**src/rtl/core/rrts_pkg.sv**
```systemverilog
// package for the round robin task scheduler
// holds types, codes and constants used by the scheduler and its checkers
package rrts_pkg;
    localparam int MAX_TASKS_DEF = 16;
    localparam logic [7:0] QUANTUM_RESET = 8'd20;

    typedef enum logic [2:0] {
        ACT_TICK   = 3'd0,
        ACT_CREATE = 3'd1,
        ACT_YIELD  = 3'd2,
        ACT_SLEEP  = 3'd3,
        ACT_JOIN   = 3'd4,
        ACT_EXIT   = 3'd5
    } t_action;

    typedef enum logic [1:0] {
        ST_FREE   = 2'd0,
        ST_READY  = 2'd1,
        ST_SUSP   = 2'd2,
        ST_EXITED = 2'd3
    } t_task_state;

    typedef enum logic [1:0] {
        STS_OK      = 2'd0,
        STS_NO_SLOT = 2'd1,
        STS_BAD_TGT = 2'd2,
        STS_DONE    = 2'd3
    } t_status;

    typedef enum logic [3:0] {
        S_CLEAR,
        S_IDLE,
        S_HEAD,
        S_ACT,
        S_SCAN_RD,
        S_SCAN_WR,
        S_PUSH,
        S_DONE,
        S_OUT
    } t_fsm;
endpackage

```
**src/rtl/core/round_robin_task_scheduler.sv**
```systemverilog
// top level of the round robin task scheduler
// depends on rrts_pkg; task table and ready queue live in internal memories
//
// channel   direction  contents
// s_axis    in         action, duration, target_task, exit_code
// m_axis    out        running_task, switched, new_task, status, join_value, woken_count
// cfg       in         quantum_ticks
//
// after acceptance an event sweeps the task table through a memory with
// separate read and write ports, a read state and a write-back state per
// entry, before the result becomes valid
// after reset a clearing pass writes every table entry
// the result sits in an output register; the next event is accepted at the
// earliest on the edge after the result is taken
module round_robin_task_scheduler
    import rrts_pkg::*;
#(
    parameter int MAX_TASKS = MAX_TASKS_DEF
) (
    input  logic        i_clk,
    input  logic        i_rst_n,
    input  logic        s_axis_tvalid,
    output logic        s_axis_tready,
    // action[2:0], duration[18:3], target_task[22:19], exit_code[54:23]
    input  logic [55:0] s_axis_tdata,
    output logic        m_axis_tvalid,
    input  logic        m_axis_tready,
    // running_task[3:0], switched[4], new_task[8:5], status[10:9],
    // join_value[42:11], woken_count[47:43]
    output logic [47:0] m_axis_tdata,
    input  logic        i_cfg_valid,
    output logic        o_cfg_ready,
    input  logic [7:0]  i_cfg_data
);
    localparam int IW = $clog2(MAX_TASKS);
    localparam int CW = $clog2(MAX_TASKS + 1);

    typedef struct packed {
        t_task_state st;
        logic [7:0]  q;
        logic [15:0] sl;
        logic        jv;
        logic [IW-1:0] jt;
        logic [31:0] ev;
    } t_entry;

    t_entry            r_tab [MAX_TASKS];
    logic [IW-1:0]     r_fifo [MAX_TASKS];

    t_fsm r_fsm, n_fsm;
    logic [7:0]    r_quantum;
    logic [IW-1:0] r_head;
    logic [CW-1:0] r_count;
    logic [3:0]    r_cur_old;
    logic          r_busy_old;
    logic [IW-1:0] r_cur;
    logic [2:0]    r_act;
    logic [15:0]   r_dur;
    logic [3:0]    r_tgt;
    logic [31:0]   r_code;
    logic [CW-1:0] r_idx;
    logic          r_phase2;
    logic [1:0]    r_status;
    logic [3:0]    r_newt;
    logic [31:0]   r_jv;
    logic [4:0]    r_woken;
    logic          r_sleepers;
    logic          r_found;
    logic [IW-1:0] r_free;
    logic          r_tgt_ok;
    t_entry        r_rd;
    logic [IW-1:0] r_fifo_rd;
    logic          r_ovalid;
    logic [47:0]   r_odata;

    t_entry        tab_wdata;
    logic          tab_we;
    logic [IW-1:0] tab_waddr;
    logic [IW-1:0] tab_raddr;
    logic          fifo_we;
    logic [IW-1:0] fifo_waddr;
    logic [IW-1:0] fifo_wdata;
    logic [CW:0]   tail_sum;
    logic [IW-1:0] tail;
    logic [IW-1:0] head_inc;
    logic [IW-1:0] idx;
    logic          busy;
    logic [3:0]    run_id;
    logic          sw;

    assign idx      = r_idx[IW-1:0];
    assign busy     = r_count != '0;
    assign tail_sum = (CW+1)'(r_head) + (CW+1)'(r_count);
    assign tail     = (tail_sum >= (CW+1)'(MAX_TASKS)) ? IW'(tail_sum - (CW+1)'(MAX_TASKS))
                                                       : IW'(tail_sum);
    assign head_inc = (r_head == IW'(MAX_TASKS - 1)) ? '0 : r_head + 1'b1;
    assign run_id   = busy ? 4'(r_fifo_rd) : 4'd0;
    assign sw       = (r_busy_old != busy) || (busy && run_id != r_cur_old);

    always_ff @(posedge i_clk) begin
        if (tab_we) begin
            r_tab[tab_waddr] <= tab_wdata;
        end
        r_rd <= r_tab[tab_raddr];
        if (fifo_we) begin
            r_fifo[fifo_waddr] <= fifo_wdata;
        end
        r_fifo_rd <= r_fifo[r_head];
    end

    assign s_axis_tready = (r_fsm == S_IDLE) && !r_ovalid;
    assign o_cfg_ready   = 1'b1;
    assign m_axis_tvalid = r_ovalid;
    assign m_axis_tdata  = r_odata;

    always_comb begin
        n_fsm = r_fsm;
        unique case (r_fsm)
            S_CLEAR:   if (idx == IW'(MAX_TASKS - 1)) n_fsm = S_IDLE;
            S_IDLE:    if (s_axis_tvalid && s_axis_tready) n_fsm = S_HEAD;
            S_HEAD:    n_fsm = S_ACT;
            S_ACT:     n_fsm = S_SCAN_RD;
            S_SCAN_RD: n_fsm = S_SCAN_WR;
            S_SCAN_WR: n_fsm = (r_idx == CW'(MAX_TASKS)) ? S_PUSH : S_SCAN_RD;
            S_PUSH:    n_fsm = S_DONE;
            S_DONE:    n_fsm = S_OUT;
            S_OUT:     n_fsm = S_IDLE;
            default:   n_fsm = S_IDLE;
        endcase
    end

    // head entry modification, written back in S_ACT before the scan
    t_entry head_mod;
    logic   head_we;
    always_comb begin
        head_mod = r_rd;
        head_we  = 1'b0;
        if (r_busy_old) begin
            unique case (r_act)
                ACT_TICK: begin
                    head_we = 1'b1;
                    head_mod.q = (r_rd.q == '0) ? r_quantum : r_rd.q - 8'd1;
                end
                ACT_SLEEP: if (r_dur != '0) begin
                    head_we = 1'b1;
                    head_mod.sl = r_dur;
                    head_mod.jv = 1'b0;
                    head_mod.jt = '0;
                    head_mod.st = ST_SUSP;
                end
                ACT_JOIN: if (r_tgt_ok) begin
                    head_we = 1'b1;
                    head_mod.jv = 1'b1;
                    head_mod.jt = IW'(r_tgt);
                    head_mod.sl = '0;
                    head_mod.st = ST_SUSP;
                end
                ACT_EXIT: begin
                    head_we = 1'b1;
                    head_mod.ev = r_code;
                    head_mod.st = ST_EXITED;
                end
                default: ;
            endcase
        end
    end

    logic head_rot;
    always_comb begin
        head_rot = 1'b0;
        if (r_busy_old) begin
            unique case (r_act)
                ACT_TICK:  head_rot = r_rd.q == '0;
                ACT_YIELD: head_rot = 1'b1;
                ACT_SLEEP: head_rot = r_dur == '0;
                default:   head_rot = 1'b0;
            endcase
        end
    end
    logic head_pop;
    assign head_pop = r_busy_old && ((r_act == ACT_SLEEP && r_dur != '0)
                      || (r_act == ACT_JOIN && r_tgt_ok) || r_act == ACT_EXIT);

    // memory port controls and scan decisions
    logic do_wake;
    always_comb begin
        tab_we     = 1'b0;
        tab_waddr  = idx;
        tab_wdata  = r_rd;
        tab_raddr  = idx;
        fifo_we    = 1'b0;
        fifo_waddr = tail;
        fifo_wdata = idx;
        do_wake    = 1'b0;
        unique case (r_fsm)
            S_CLEAR: begin
                tab_we = 1'b1;
                tab_wdata = '{st: (idx == '0) ? ST_READY : ST_FREE, q: QUANTUM_RESET,
                              sl: '0, jv: 1'b0, jt: '0, ev: '0};
                fifo_we = 1'b1;
                fifo_waddr = idx;
                fifo_wdata = '0;
            end
            S_HEAD: tab_raddr = r_fifo_rd;
            S_ACT: begin
                // head entry write-back and rotate to the tail
                tab_we = head_we;
                tab_waddr = r_cur;
                tab_wdata = head_mod;
                fifo_we = head_rot;
                fifo_wdata = r_cur;
            end
            S_SCAN_WR: begin
                tab_waddr = IW'(r_idx - 1'b1);
                fifo_wdata = tab_waddr;
                if (!r_phase2) begin
                    // sweep over all entries: sleep countdown on a tick, join wake-up on an exit
                    if (r_act == ACT_TICK && r_rd.st == ST_SUSP && r_rd.sl != '0) begin
                        tab_we = 1'b1;
                        tab_wdata.sl = r_rd.sl - 16'd1;
                        if (r_rd.sl == 16'd1) begin
                            do_wake = 1'b1;
                            tab_wdata.st = ST_READY;
                        end
                    end
                    if (r_act == ACT_EXIT && r_busy_old && r_rd.st == ST_SUSP && r_rd.jv
                        && r_rd.jt == r_cur) begin
                        do_wake = 1'b1;
                        tab_we = 1'b1;
                        tab_wdata.jv = 1'b0;
                        tab_wdata.jt = '0;
                        tab_wdata.st = ST_READY;
                    end
                    fifo_we = do_wake && (r_count < CW'(MAX_TASKS));
                end
            end
            S_PUSH: begin
                // commit a create event's write to the new entry and queue it
                tab_waddr = r_found ? r_free : r_cur;
                if (r_act == ACT_CREATE && r_found) begin
                    tab_we = 1'b1;
                    tab_wdata = '{st: ST_READY, q: r_quantum, sl: '0, jv: 1'b0,
                                  jt: '0, ev: '0};
                    fifo_we = r_count < CW'(MAX_TASKS);
                    fifo_wdata = r_free;
                end
            end
            default: ;
        endcase
    end

    // task state copy in flip-flops for the join target check
    t_task_state r_st_sh [MAX_TASKS];
    always_ff @(posedge i_clk) begin
        if (tab_we) begin
            r_st_sh[tab_waddr] <= tab_wdata.st;
        end
    end

    always_ff @(posedge i_clk) begin
        if (!i_rst_n) begin
            r_fsm     <= S_CLEAR;
            r_idx     <= '0;
            r_quantum <= QUANTUM_RESET;
            r_head    <= '0;
            r_count   <= CW'(1);
            r_ovalid  <= 1'b0;
            r_cur_old <= '0;
        end else begin
            r_fsm <= n_fsm;
            if (i_cfg_valid && o_cfg_ready) begin
                r_quantum <= i_cfg_data;
            end
            if (m_axis_tvalid && m_axis_tready) begin
                r_ovalid <= 1'b0;
            end
            unique case (r_fsm)
                S_CLEAR: r_idx <= r_idx + 1'b1;
                S_IDLE: if (s_axis_tvalid && s_axis_tready) begin
                    r_act  <= s_axis_tdata[2:0];
                    r_dur  <= s_axis_tdata[18:3];
                    r_tgt  <= s_axis_tdata[22:19];
                    r_code <= s_axis_tdata[54:23];
                    r_busy_old <= busy;
                    r_idx  <= '0;
                    r_status <= STS_OK;
                    r_newt <= '0;
                    r_jv   <= '0;
                    r_woken <= '0;
                    r_sleepers <= 1'b0;
                    r_found <= 1'b0;
                    r_tgt_ok <= 1'b0;
                    r_phase2 <= 1'b0;
                end
                S_HEAD: begin
                    r_cur <= busy ? r_fifo_rd : '0;
                    r_tgt_ok <= (32'(r_tgt) < MAX_TASKS) && IW'(r_tgt) != r_fifo_rd
                        && r_st_sh[IW'(r_tgt)] != ST_FREE
                        && r_st_sh[IW'(r_tgt)] != ST_EXITED;
                end
                S_ACT: begin
                    if (head_rot || head_pop) begin
                        r_head <= head_inc;
                    end
                    if (head_pop) begin
                        r_count <= r_count - 1'b1;
                    end
                    if (r_act == ACT_EXIT && r_busy_old) r_jv <= r_code;
                    if (r_act == ACT_JOIN && r_busy_old && !r_tgt_ok) begin
                        r_status <= STS_BAD_TGT;
                        r_jv <= 32'hFFFF_FFFF;
                    end
                    r_idx <= '0;
                end
                S_SCAN_RD: r_idx <= r_idx + 1'b1;
                S_SCAN_WR: begin
                    if (fifo_we) r_count <= r_count + 1'b1;
                    if (do_wake && r_woken != 5'd31) r_woken <= r_woken + 1'b1;
                    if (tab_wdata.st == ST_SUSP && tab_wdata.sl != '0) r_sleepers <= 1'b1;
                    if (!r_found && r_rd.st == ST_FREE) begin
                        r_found <= 1'b1;
                        r_free  <= tab_waddr;
                    end
                end
                S_PUSH: begin
                    if (r_act == ACT_CREATE) begin
                        if (r_found) begin
                            r_newt <= 4'(r_free);
                            if (fifo_we) r_count <= r_count + 1'b1;
                        end else begin
                            r_status <= STS_NO_SLOT;
                        end
                    end
                end
                S_DONE: begin
                    if (r_status == STS_OK && !busy && !r_sleepers) r_status <= STS_DONE;
                end
                S_OUT: begin
                    r_ovalid <= 1'b1;
                    r_odata  <= {r_woken, r_jv, r_status, r_newt, sw, run_id};
                    if (busy) r_cur_old <= run_id;
                end
                default: ;
            endcase
        end
    end
endmodule

```
**config.mk**
```make
export PLATFORM = sky130hd
export DESIGN_NAME = round_robin_task_scheduler
export DESIGN_NICKNAME = d
export VERILOG_FILES = /design/src/rtl/core/rrts_pkg.sv /design/src/rtl/core/round_robin_task_scheduler.sv
export SDC_FILE = /design/constraint.sdc
export NUM_CORES = 1
export LEC_CHECK = 0
export BUFFER_PORTS_ARGS = -buffer_cell sky130_fd_sc_hd__clkbuf_2
export CAP_MARGIN = 5
export CORE_UTILIZATION = 45
export CTS_BUF_LIST = sky130_fd_sc_hd__clkbuf_16
export DETAILED_ROUTE_END_ITERATION = 10
export MAX_ROUTING_LAYER = met4
export PLACE_DENSITY = 0.58
export REMOVE_ABC_BUFFERS = 1
export SLEW_MARGIN = 5
export SYNTH_ARGS = -nofsm -noshare
export SYNTH_HDL_FRONTEND = slang
export SYNTH_SLANG_ARGS = --single-unit
```
**constraint.sdc**
```tcl
create_clock -name i_clk -period 5.5 [get_ports i_clk]
set_input_delay 0.55 -clock i_clk [delete_from_list [all_inputs] [get_ports i_clk]]
set_output_delay 0.55 -clock i_clk [all_outputs]
set_load 0.03 [all_outputs]
```
==> results of run 1 <==
-- sequential cells by signal (all words and copies together), names as in the netlist, 5 cells and up, named ones only --
| name | flops |
|---|---|
| m_axis_tdata | 48 |
| r_code | 32 |
| r_count | 5 |
| r_dur | 16 |
| r_fifo | 64 |
| r_idx | 5 |
| r_jv | 32 |
| r_quantum | 8 |
| r_rd | 31 |
| r_st_sh | 26 |
| r_tab | 470 |
| r_woken | 5 |
-- cell usage in the layout, fill, tap and decap left out, types with 6 or more instances in the layout --
cell and instances:
dfxtp_1 70, edfxtp_1 718, clkbuf_16 86, nor2_1 145, nand2b_1 11, or3_1 11
o211ai_1 11, nand2_1 118, a31oi_1 43, a221o_1 12, nor2_4 16, clkbuf_2 117
clkinv_1 24, nand3_1 20, a21oi_1 37, a21o_1 9, nor4_1 14, nor3_1 22
xor2_1 11, mux2i_1 12, a211oi_1 35, mux2_2 6, o21ai_0 38, buf_4 48
xnor2_1 23, buf_12 10, and2_1 43, clkinv_2 10, inv_1 44, ha_1 17
mux4_2 153
-- kinds of logic after synthesis --
family	after synthesis
flip-flops	788
AND/OR/NAND/NOR	453
AO/OA/AOI/OAI	233
multiplexers	174
buffers and inverters	119
XOR/XNOR	34
adder cells (fa/ha/maj)	19
other	1
-- worst paths after layout --
path / start / to / slack [ns] / depth (start not counted)
max: r_fsm[3] / r_tab[12][41] / 1.04 / 8
min: s_axis_tdata[37] / r_code[14] / 0.1 / 1
max reg2reg: r_fsm[3] / r_tab[12][41] / 1.04 / 8
min reg2reg: r_jv[11] / m_axis_tdata[22] / 0.42 / 0
-- where the power goes --
part           total, W  switching (W)  internal [W]
registers       0.00673       0.000110       0.00662
clock network   0.00515        0.00220       0.00294
logic          0.000651       0.000359      0.000292
-- critical path, stage by stage, from the launching register on --
cell and delay, ns:
dfxtp_1 0.96, nand2b_1 0.24, or2_2 0.57, inv_1 0.54, nor2_1 0.26, o21ai_1 0.21, or2_2 0.44, nor2_4 0.60
buf_12 0.28
-- per-layer routing --
layer  global-route usage (%)  vias to the layer above  part of all wire [%]
met4                     6.80                        0                   2.8
met5                        -                        -                     0
li1                         -                     7548                     -
met2                     33.8                      570                    48
met3                     3.85                      136                   6.1
met1                     28.7                     8739                    44
-- area by class of cell --
type                       count  area (sq um)
sequential                   788         23000
multi-input combinational    914          8230
clock inverter                58           332
fill                        5579         32900
tap                          931          1160
inverter                      26          97.6
antenna                        1          2.50
clock buffer                  86          2150
timing repair buffer         175          1150
-- per-stage QoR --
step                total power, W  TNS [ns]  setup WS [ns]
finish                      0.0125         0           1.04
global route                0.0129         0          0.883
CTS                         0.0127         0           1.10
detailed placement         0.00751         0           1.14
global placement           0.00750         0           1.20
floorplan                  0.00733   -105.98          -3.00
==> impl_metrics.env, run 1 <==
export IMPL_worst_endpoint_required_ns=5.81
export IMPL_finalHoldViolCount=0
export IMPL_grtUsageTotal_pct=21.6
export IMPL_cts_repair_timing_setup_buffer_count=0
export IMPL_cts_tree="yes"
export IMPL_io_pin_count=120
export IMPL_ys_async_sr_fraction_pct=0
export IMPL_numCtsBuffers=82
export IMPL_pin_count_of_the_biggest_net_entering_global_routing=89
export IMPL_synth_avg_cell_area_sq_um=17.3
export IMPL_dpl_cell_area_sq_mm=0.0336
export IMPL_antenna_violations_before_repair=2
export IMPL_number_of_nets_in_the_layout=2075
export IMPL_critPathArrivalTime_ns=4.76
export IMPL_max_slew_margin_rel_pct=25.4
export IMPL_final_util_pct=52.3
export IMPL_drt_wl_total_um=73200
export IMPL_starting_density_of_the_core_pct=45.7
export IMPL_path_clk_slew_ns=0.06
export IMPL_final_period_minus_worst_setup_slack_ns=4.46
export IMPL_post_synth_top_count_cell="edfxtp_1"
export IMPL_crit_fanout=28
export IMPL_min_path_type="in2reg"
export IMPL_synth_top_area_share_pct=68.4
export IMPL_final_period_utilization_pct=81.0
export IMPL_post_synth_xor_area_fraction_pct=0.944
export IMPL_first_pass_grt_wire_length_um=109000
export IMPL_detailroute_via_count=17000
export IMPL_grt_remaining_overflow=0
export IMPL_synth_compound_area_share_pct=5.03
export IMPL_maxSlewViolCount=0
export IMPL_routedWlPerCell_um=24.6
export IMPL_firstDrtPassIters=5
export IMPL_tightestPinTransition_ns=1.11
export IMPL_max_freq_mhz=224
export IMPL_post_synth_num_cell_types=87
export IMPL_yosysWarnings=0
export IMPL_clock_path_buffers=3
export IMPL_placed_cells_incl_taps=2834
export IMPL_clock_sinks=788
export IMPL_grt_setup_unrepaired="no"
export IMPL_cp_start_kind="register"
export IMPL_area_growth_pct=14.4
export IMPL_setup_viol_count_final=0
export IMPL_synthesis_area_sq_mm=0.0315
export IMPL_outcome="complete, no violations"
export IMPL_synth_seq_area_share_pct=72.8
export IMPL_drtAntennaViolNets=0
export IMPL_ir_drop_uv=213
export IMPL_worstSkewPairLatency_ns=0.63
export IMPL_synth_adder_area_share_pct=0.801
export IMPL_cell_type_contributing_the_most_total_cell_area_after_synthesis="edfxtp_1"
export IMPL_synth_ff_latch_count=788
export IMPL_synth_edf_count=718
export IMPL_instances_no_fill=2979
export IMPL_end_kind="register"
export IMPL_synthCells=1821
export IMPL_synthFlopType="edfxtp_1"
export IMPL_powerDensity_mw_per_mm2=347
export IMPL_postLayoutCellArea_sq_mm=0.0361
export IMPL_synth_top_family_by_area="multiplexers"
export IMPL_synthSimpleGateAreaFrac_pct=7.00
export IMPL_die_area_sq_mm=0.0712
export IMPL_die_height_um=267
export IMPL_gpl_final_weighted_congestion=0.912
export IMPL_cts_resized=0
export IMPL_cap_viol_max_count=0
export IMPL_synth_area_leaders="edfxtp_1 (68%), mux4_2 (11%), dfxtp_1 (4.4%)"
export IMPL_finalClockSkew_ns=0.0213
export IMPL_top_cells_by_count_synth="edfxtp_1 (718), nor2_1 (161), mux4_2 (153)"
export IMPL_path_class="reg2reg"
export IMPL_core_sq_mm=0.0689
export IMPL_clockRootBuffer="clkbuf_16"
export IMPL_port_buffers=117
export IMPL_placementRows=96
export IMPL_number_of_global_route_vias_before_repair=17200
export IMPL_leakage_nw=12.3
export IMPL_synth_mux_area_fraction_pct=11.6
export IMPL_place_hpwl_um=46500
export IMPL_htreeDepth=3
export IMPL_worst_hold_slack_ns=0.0973
export IMPL_drc_errors=0
export IMPL_drt_iter0_markers=1573
export IMPL_ctsHoldBuffers=0
export IMPL_viasPerCell=5.70
export IMPL_drive_gt1_share_pct=24.1
export IMPL_die_x_um=267
No activity file was read; power rests on OpenSTA's default activity.
==> run 2, diff against run 1 <==
ABC_AREA = 1   (was not set)
PLACE_DENSITY = 0.6   (was 0.58)
clock period = 3.7 ns   (was 5.5 ns; I/O delays follow)
==> run 2 against run 1 <==
  * Clock skew rose by 0.0016 ns
  * Total power rose by 53%
  * Sequential power rose by 48%
  * Register-to-register slack got worse by 0.77 ns
  * Largest cell class unchanged
  * Critical path type unchanged
  * Highest routed layer unchanged
  * Sequential share of layout area fell by 2.9 points
  * Largest power group unchanged
==> impl_metrics.env, run 2 <==
export IMPL_synthCells=2687
export IMPL_top_cells_by_count_synth="edfxtp_1 (718), nor2_1 (440), o21ai_0 (305)"
export IMPL_most_common_layout_cells="edfxtp_1 (718), nor2_1 (422), o21ai_0 (305), nand2_1 (277), inv_1 (199)"
export IMPL_die_x_um=270
export IMPL_cts_repair_timing_setup_buffer_count=0
export IMPL_place_hpwl_um=51800
export IMPL_number_of_global_route_vias_before_repair=21400
export IMPL_r2r_setup_slack_ns=0.27
export IMPL_synth_seq_area_share_pct=71.0
export IMPL_post_synth_num_cell_types=55
export IMPL_worstReg2RegEnd="r_tab[7][47]"
export IMPL_max_freq_mhz=292
export IMPL_area_growth_pct=16.9
export IMPL_leakage_nw=13.9
export IMPL_placed_cells_incl_taps=3689
export IMPL_drc_errors=0
export IMPL_ir_drop_uv=388
export IMPL_worst_setup_timing_slack_at_the_placement_stage_ns=0.393
export IMPL_firstDrtPassIters=7
export IMPL_die_area_sq_mm=0.0729
export IMPL_worst_endpoint_required_ns=4.01
export IMPL_cts_tree="yes"
export IMPL_ys_async_sr_fraction_pct=0
export IMPL_worstRegToRegCells=12
export IMPL_io_pin_count=120
export IMPL_placementRows=97
export IMPL_clockRootBuffer="clkbuf_16"
export IMPL_cap_viol_max_count=0
export IMPL_starting_density_of_the_core_pct=45.8
export IMPL_final_period_utilization_pct=92.6
export IMPL_tightestPinTransition_ns=1.35
export IMPL_post_synth_top_count_cell="edfxtp_1"
export IMPL_drive_gt1_share_pct=13.0
export IMPL_cp_start_kind="register"
export IMPL_cts_resized=0
export IMPL_numCtsBuffers=83
export IMPL_most_flops_register="r_tab"
export IMPL_finalHoldViolCount=0
export IMPL_ctsHoldBuffers=62
export IMPL_synth_edf_count=718
export IMPL_maxSlewViolCount=0
export IMPL_clock_path_buffers=3
export IMPL_synth_area_leaders="edfxtp_1 (67%), nor2_1 (5.1%), o21ai_0 (4.7%)"
export IMPL_gpl_final_weighted_congestion=0.911
export IMPL_min_delay_start="i_cfg_valid"
export IMPL_cell_type_contributing_the_most_total_cell_area_after_synthesis="edfxtp_1"
export IMPL_synth_top_area_share_pct=66.7
export IMPL_grtUsageTotal_pct=24.1
export IMPL_path_class="reg2reg"
export IMPL_worst_path_largest_cell_delay_ns=0.42
export IMPL_final_critical_path_setup_slack_ns=0.274
export IMPL_first_pass_grt_wire_length_um=130000
export IMPL_crit_fanout=10
export IMPL_crit_slowest_cell="nor2_4"
export IMPL_outcome="complete, no violations"
export IMPL_layout_filler_cells=5962
export IMPL_critPathArrivalTime_ns=3.73
export IMPL_end_kind="register"
export IMPL_final_period_minus_worst_setup_slack_ns=3.43
export IMPL_crit_path_frequent_cell="inv_1"
export IMPL_min_path_type="in2reg"
export IMPL_antenna_violations_before_repair=3
export IMPL_synth_ff_latch_count=788
export IMPL_path_clk_slew_ns=0.06
export IMPL_synthFlopType="edfxtp_1"
export IMPL_detailroute_via_count=21800
export IMPL_grt_remaining_overflow=0
export IMPL_drt_iter0_markers=2221
export IMPL_routedWlPerCell_um=21.9
export IMPL_viasPerCell=5.59
export IMPL_flip_flop_count_of_the_largest_register_after_layout=470
export IMPL_finalClockSkew_ns=0.0230
export IMPL_synth_avg_cell_area_sq_um=12.0
export IMPL_pin_count_of_the_biggest_net_entering_global_routing=157
export IMPL_yosysWarnings=0
export IMPL_max_slew_margin_rel_pct=9.85
export IMPL_worstSkewPairLatency_ns=0.62
export IMPL_number_of_nets_in_the_layout=2984
export IMPL_drtAntennaViolNets=0
export IMPL_clock_sinks=788
export IMPL_holdPathEnd="r_quantum[4]"
export IMPL_whs_path_depth=3
export IMPL_powerDensity_mw_per_mm2=508
export IMPL_grt_setup_unrepaired="no"
export IMPL_synthesis_area_sq_mm=0.0323
export IMPL_final_util_pct=53.6
export IMPL_core_sq_mm=0.0705
export IMPL_crit_path_cell_trace="nor2_2, nand3_2, nor2_4, inv_1, nor2_1, inv_1, nand3_1, inv_1, nand3b_1, nand3_1, nor2_4, buf_4"
export IMPL_htreeDepth=3
export IMPL_port_buffers=117
export IMPL_instances_no_fill=3904
export IMPL_setup_viol_count_final=0
export IMPL_worstReg2RegStart="r_fsm[2]"
export IMPL_final_common_cell="edfxtp_1"
export IMPL_die_height_um=270
export IMPL_drt_wl_total_um=85700
run 2: cell types whose count changed after synthesis, sizes merged, moves of 65 or more:
cell,before,now
mux4,153,0
o21ai,42,357
nor2,163,451
o221ai,0,99
inv,24,189
nand2,119,286
nand3,20,85
run 2: area by class of cell:
cell class | count | area [sq um] | share of cell area (%)
Multi-Input combinational cell | 1569 | 8180 | 21.6
Tap cell | 940 | 1180 | 3.11
Antenna cell | 1 | 2.50 | 0.00662
Clock buffer | 86 | 2150 | 5.69
Clock inverter | 66 | 438 | 1.16
Timing Repair Buffer | 263 | 2160 | 5.72
Inverter | 191 | 723 | 1.91
Sequential cell | 788 | 23000 | 60.8
run 2: metrics by stage:
| step | instance area, sq um | total power [W] | TNS [ns] | hold WS [ns] |
|---|---|---|---|---|
| floorplan | 31700 | 0.0109 | -189.91 | 0.400 |
| global placement | 34600 | 0.0114 | 0 | 0.401 |
| detailed placement | 34600 | 0.0114 | 0 | 0.405 |
| CTS | 37800 | 0.0193 | 0 | 0.0202 |
| global route | 37800 | 0.0198 | 0 | 0.0786 |
| finish | 37800 | 0.0192 | 0 | 0.0588 |
run 2: worst max-delay path by stage:
stage,startpoint,end
after global placement,r_fsm[2],r_tab[7][43]
final,r_fsm[2],r_tab[7][47]
after detailed placement,r_fsm[2],r_tab[7][43]
after global routing,r_fsm[2],r_tab[7][52]
after CTS,r_fsm[2],r_tab[7][47]
after floorplan,r_fsm[1],r_rd[34]
run 2: report_power, final:
group	total [W]	internal (W)	switching, W
clock network	0.00789	0.00455	0.00334
registers	0.00999	0.00984	0.000153
logic	0.00131	0.000435	0.000872
total	0.0192	0.0148	0.00436
run 2: worst max-delay path, delay by kind of cell, from the launching register on:
family | cells | cell delay [ns]
buffers and inverters | 4 | 0.60
DFF | 1 | 0.40
and+or+nand+nor | 8 | 2.09
run 2: logic make-up (layout without fill, tap and decap cells):
group / count (synthesis) / count (layout) / synth area share, %
and+or+nand+nor: 864 / 864 / 11.0
DFF: 788 / 788 / 71.0
AOI/OAI and AO/OA: 662 / 662 / 12.3
buffers and inverters: 330 / 606 / 4.21
adders and majority gates: 19 / 19 / 0.782
xor gates and xnor gates: 15 / 15 / 0.406
muxes: 8 / 8 / 0.248
other: 1 / 2 / 0.0116
run 2: layer usage:
layer / global-route usage (%) / vias to the layer above / wire (um)
met5: - / - / 0
met4: 7.46 / 0 / 2380
met3: 3.78 / 163 / 5750
met2: 37.3 / 779 / 39700
met1: 32.9 / 10700 / 37800
li1: - / 10100 / -
==> run 3, diff against run 2 <==
ABC_CLOCK_PERIOD_IN_PS = 3700   (was not set)
CORE_UTILIZATION = 56   (was 45)
PLACE_DENSITY = 0.73   (was 0.6)
==> run 3 against run 2 <==
  * Sequential power about the same
  * Wire length decreased by 2.4%
  * Maximum frequency increased by 0.92%
  * Setup slack improved by 0.031 ns
  * Critical path type unchanged
  * Largest power group unchanged
  * Critical endpoint is now r_sleepers
  * Highest routed layer unchanged
==> impl_metrics.env, run 3 (same netlist as run 2, synthesis figures left out) <==
export IMPL_final_period_minus_worst_setup_slack_ns=3.40
export IMPL_worstSkewPairLatency_ns=0.63
export IMPL_critPathArrivalTime_ns=3.76
export IMPL_antenna_violations_before_repair=0
export IMPL_drt_iter0_markers=2528
export IMPL_leakage_nw=13.8
export IMPL_final_util_pct=65.9
export IMPL_crit_fanout=19
export IMPL_starting_density_of_the_core_pct=57.0
export IMPL_dpl_cell_area_sq_mm=0.0343
export IMPL_final_period_utilization_pct=91.8
export IMPL_ir_drop_uv=605
export IMPL_detailroute_via_count=22400
export IMPL_drtAntennaViolNets=0
export IMPL_crit_path_frequent_cell="nand2_1"
export IMPL_n_antenna_cell=0
export IMPL_port_buffers=117
export IMPL_grtUsageTotal_pct=29.1
export IMPL_grt_setup_unrepaired="no"
export IMPL_end_kind="register"
export IMPL_io_pin_count=120
export IMPL_grtUsageMet2_pct=45.5
export IMPL_first_pass_grt_wire_length_um=126000
export IMPL_global_route_usage_met1_pct=39.5
export IMPL_min_path_type="in2reg"
export IMPL_layout_filler_cells=4045
export IMPL_tightestPinTransition_ns=1.16
export IMPL_outcome="complete, no violations"
export IMPL_viasPerCell=6.03
export IMPL_grt_remaining_overflow=0
export IMPL_clock_path_buffers=3
export IMPL_htreeDepth=3
export IMPL_gpl_final_weighted_congestion=0.934
export IMPL_globalRoute_busiestLayer="met2"
export IMPL_die_x_um=242
export IMPL_cap_viol_max_count=0
export IMPL_max_freq_mhz=295
export IMPL_drt_wl_total_um=83600
export IMPL_placementRows=87
export IMPL_max_slew_margin_rel_pct=22.7
export IMPL_core_sq_mm=0.0567
export IMPL_powerDensity_mw_per_mm2=506
export IMPL_final_common_cell="edfxtp_1"
export IMPL_worst_path_largest_cell_delay_ns=0.52
export IMPL_routedWlPerCell_um=22.5
export IMPL_place_hpwl_um=50000
export IMPL_path_clk_slew_ns=0.06
export IMPL_most_flops_register="r_tab"
export IMPL_worst_endpoint_required_ns=4.06
export IMPL_crit_slowest_cell="clkinvlp_4"
export IMPL_pin_count_of_the_biggest_net_entering_global_routing=131
export IMPL_firstDrtPassIters=6
export IMPL_postLayoutCellArea_sq_mm=0.0374
export IMPL_number_of_nets_in_the_layout=2975
export IMPL_finalHoldViolCount=0
export IMPL_numCtsBuffers=80
export IMPL_crit_path_cell_trace="inv_1, nand2_2, nor2_1, nand2_1, clkinvlp_4, nand2_1, nand3_1, nand2_1, nand2_1, nor2_1, nand2_1, nor2_1, nand2_1, nand2_1, a21oi_1"
export IMPL_area_growth_pct=15.6
export IMPL_gr_usage_met3_pct=4.77
export IMPL_die_height_um=242
export IMPL_path_class="reg2reg"
export IMPL_flip_flop_count_of_the_largest_register_after_layout=470
export IMPL_clockRootBuffer="clkbuf_16"
export IMPL_clock_sinks=788
export IMPL_finalClockSkew_ns=0.0213
export IMPL_drc_errors=0
export IMPL_cts_tree="yes"
export IMPL_setup_viol_count_final=0
export IMPL_cp_start_kind="register"
export IMPL_number_of_global_route_vias_before_repair=21600
export IMPL_most_common_layout_cells="edfxtp_1 (718), nor2_1 (422), o21ai_0 (305), nand2_1 (277), inv_1 (199)"
export IMPL_drive_gt1_share_pct=12.5
export IMPL_die_area_sq_mm=0.0587
export IMPL_maxSlewViolCount=0
-- run 3: changes by cell type in the layout (fill, tap and decap cells not counted), sizes merged --
cell,before,now
inv,210,213
clkinv,39,35
diode,1,0
clkbuf,203,199
buf,84,79
dlygate4sd3,62,61
clkinvlp,3,6
bufinv,5,3
-- run 3: final cells by class --
class | count | area (sq um) | area share [%]
clock inverters | 66 | 430 | 1.15
inverters | 191 | 726 | 1.94
multi-input cells | 1569 | 8160 | 21.8
clock buffers | 82 | 2050 | 5.49
well taps | 756 | 946 | 2.53
repair buffers | 257 | 2090 | 5.59
flip-flops and latches | 788 | 23000 | 61.5
-- run 3: where the power goes --
group,internal (W),total [W],switching (W)
logic,0.000435,0.00134,0.000908
clock network,0.00425,0.00756,0.00331
registers,0.00984,0.00999,0.000156
-- run 3: repair_timing --
item / in CTS / in global routing
buffers inserted: 0 / 0
endpoints found under the setup margin: 0 / 1
gates resized for setup: 0 / 1
endpoints found under the hold margin: 64 / 0
hold buffers: 61 / 0
-- run 3: worst max-delay path: cells and delay by family, from the launching register on --
kind	cells	cell delay (ns)
compound gates	1	0.08
flops	1	0.47
buf+inv	2	0.63
simple gates	12	1.94
-- run 3: worst paths after layout --
path                                 startpoint               end  slack, ns  cells after the start
worst max register to register         r_fsm[3]        r_sleepers       0.30                     15
worst max-delay path                   r_fsm[3]        r_sleepers       0.30                     15
worst min-delay path            s_axis_tdata[1]          r_act[1]       0.04                      1
worst min register to register          r_jv[4]  m_axis_tdata[15]       0.41                      0
-- run 3: per-stage QoR --
stage / TNS [ns] / hold slack, ns / std cells / power (W) / worst slack [ns]
finish: 0 / 0.0396 / 3709 / 0.0189 / 0.305
global route: 0 / 0.0104 / 3709 / 0.0195 / 0.0353
CTS: 0 / 0.000904 / 3709 / 0.0190 / 0.309
detailed placement: 0 / 0.405 / 3500 / 0.0114 / 0.333
global placement: 0 / 0.401 / 3500 / 0.0114 / 0.452
floorplan: -189.91 / 0.400 / 2548 / 0.0109 / -3.09
-- run 3: routing by layer --
layer,routed length [um],up-vias
li1,-,10100
met1,34400,10900
met2,39500,1229
met5,0,-
met3,7560,161
met4,2200,0
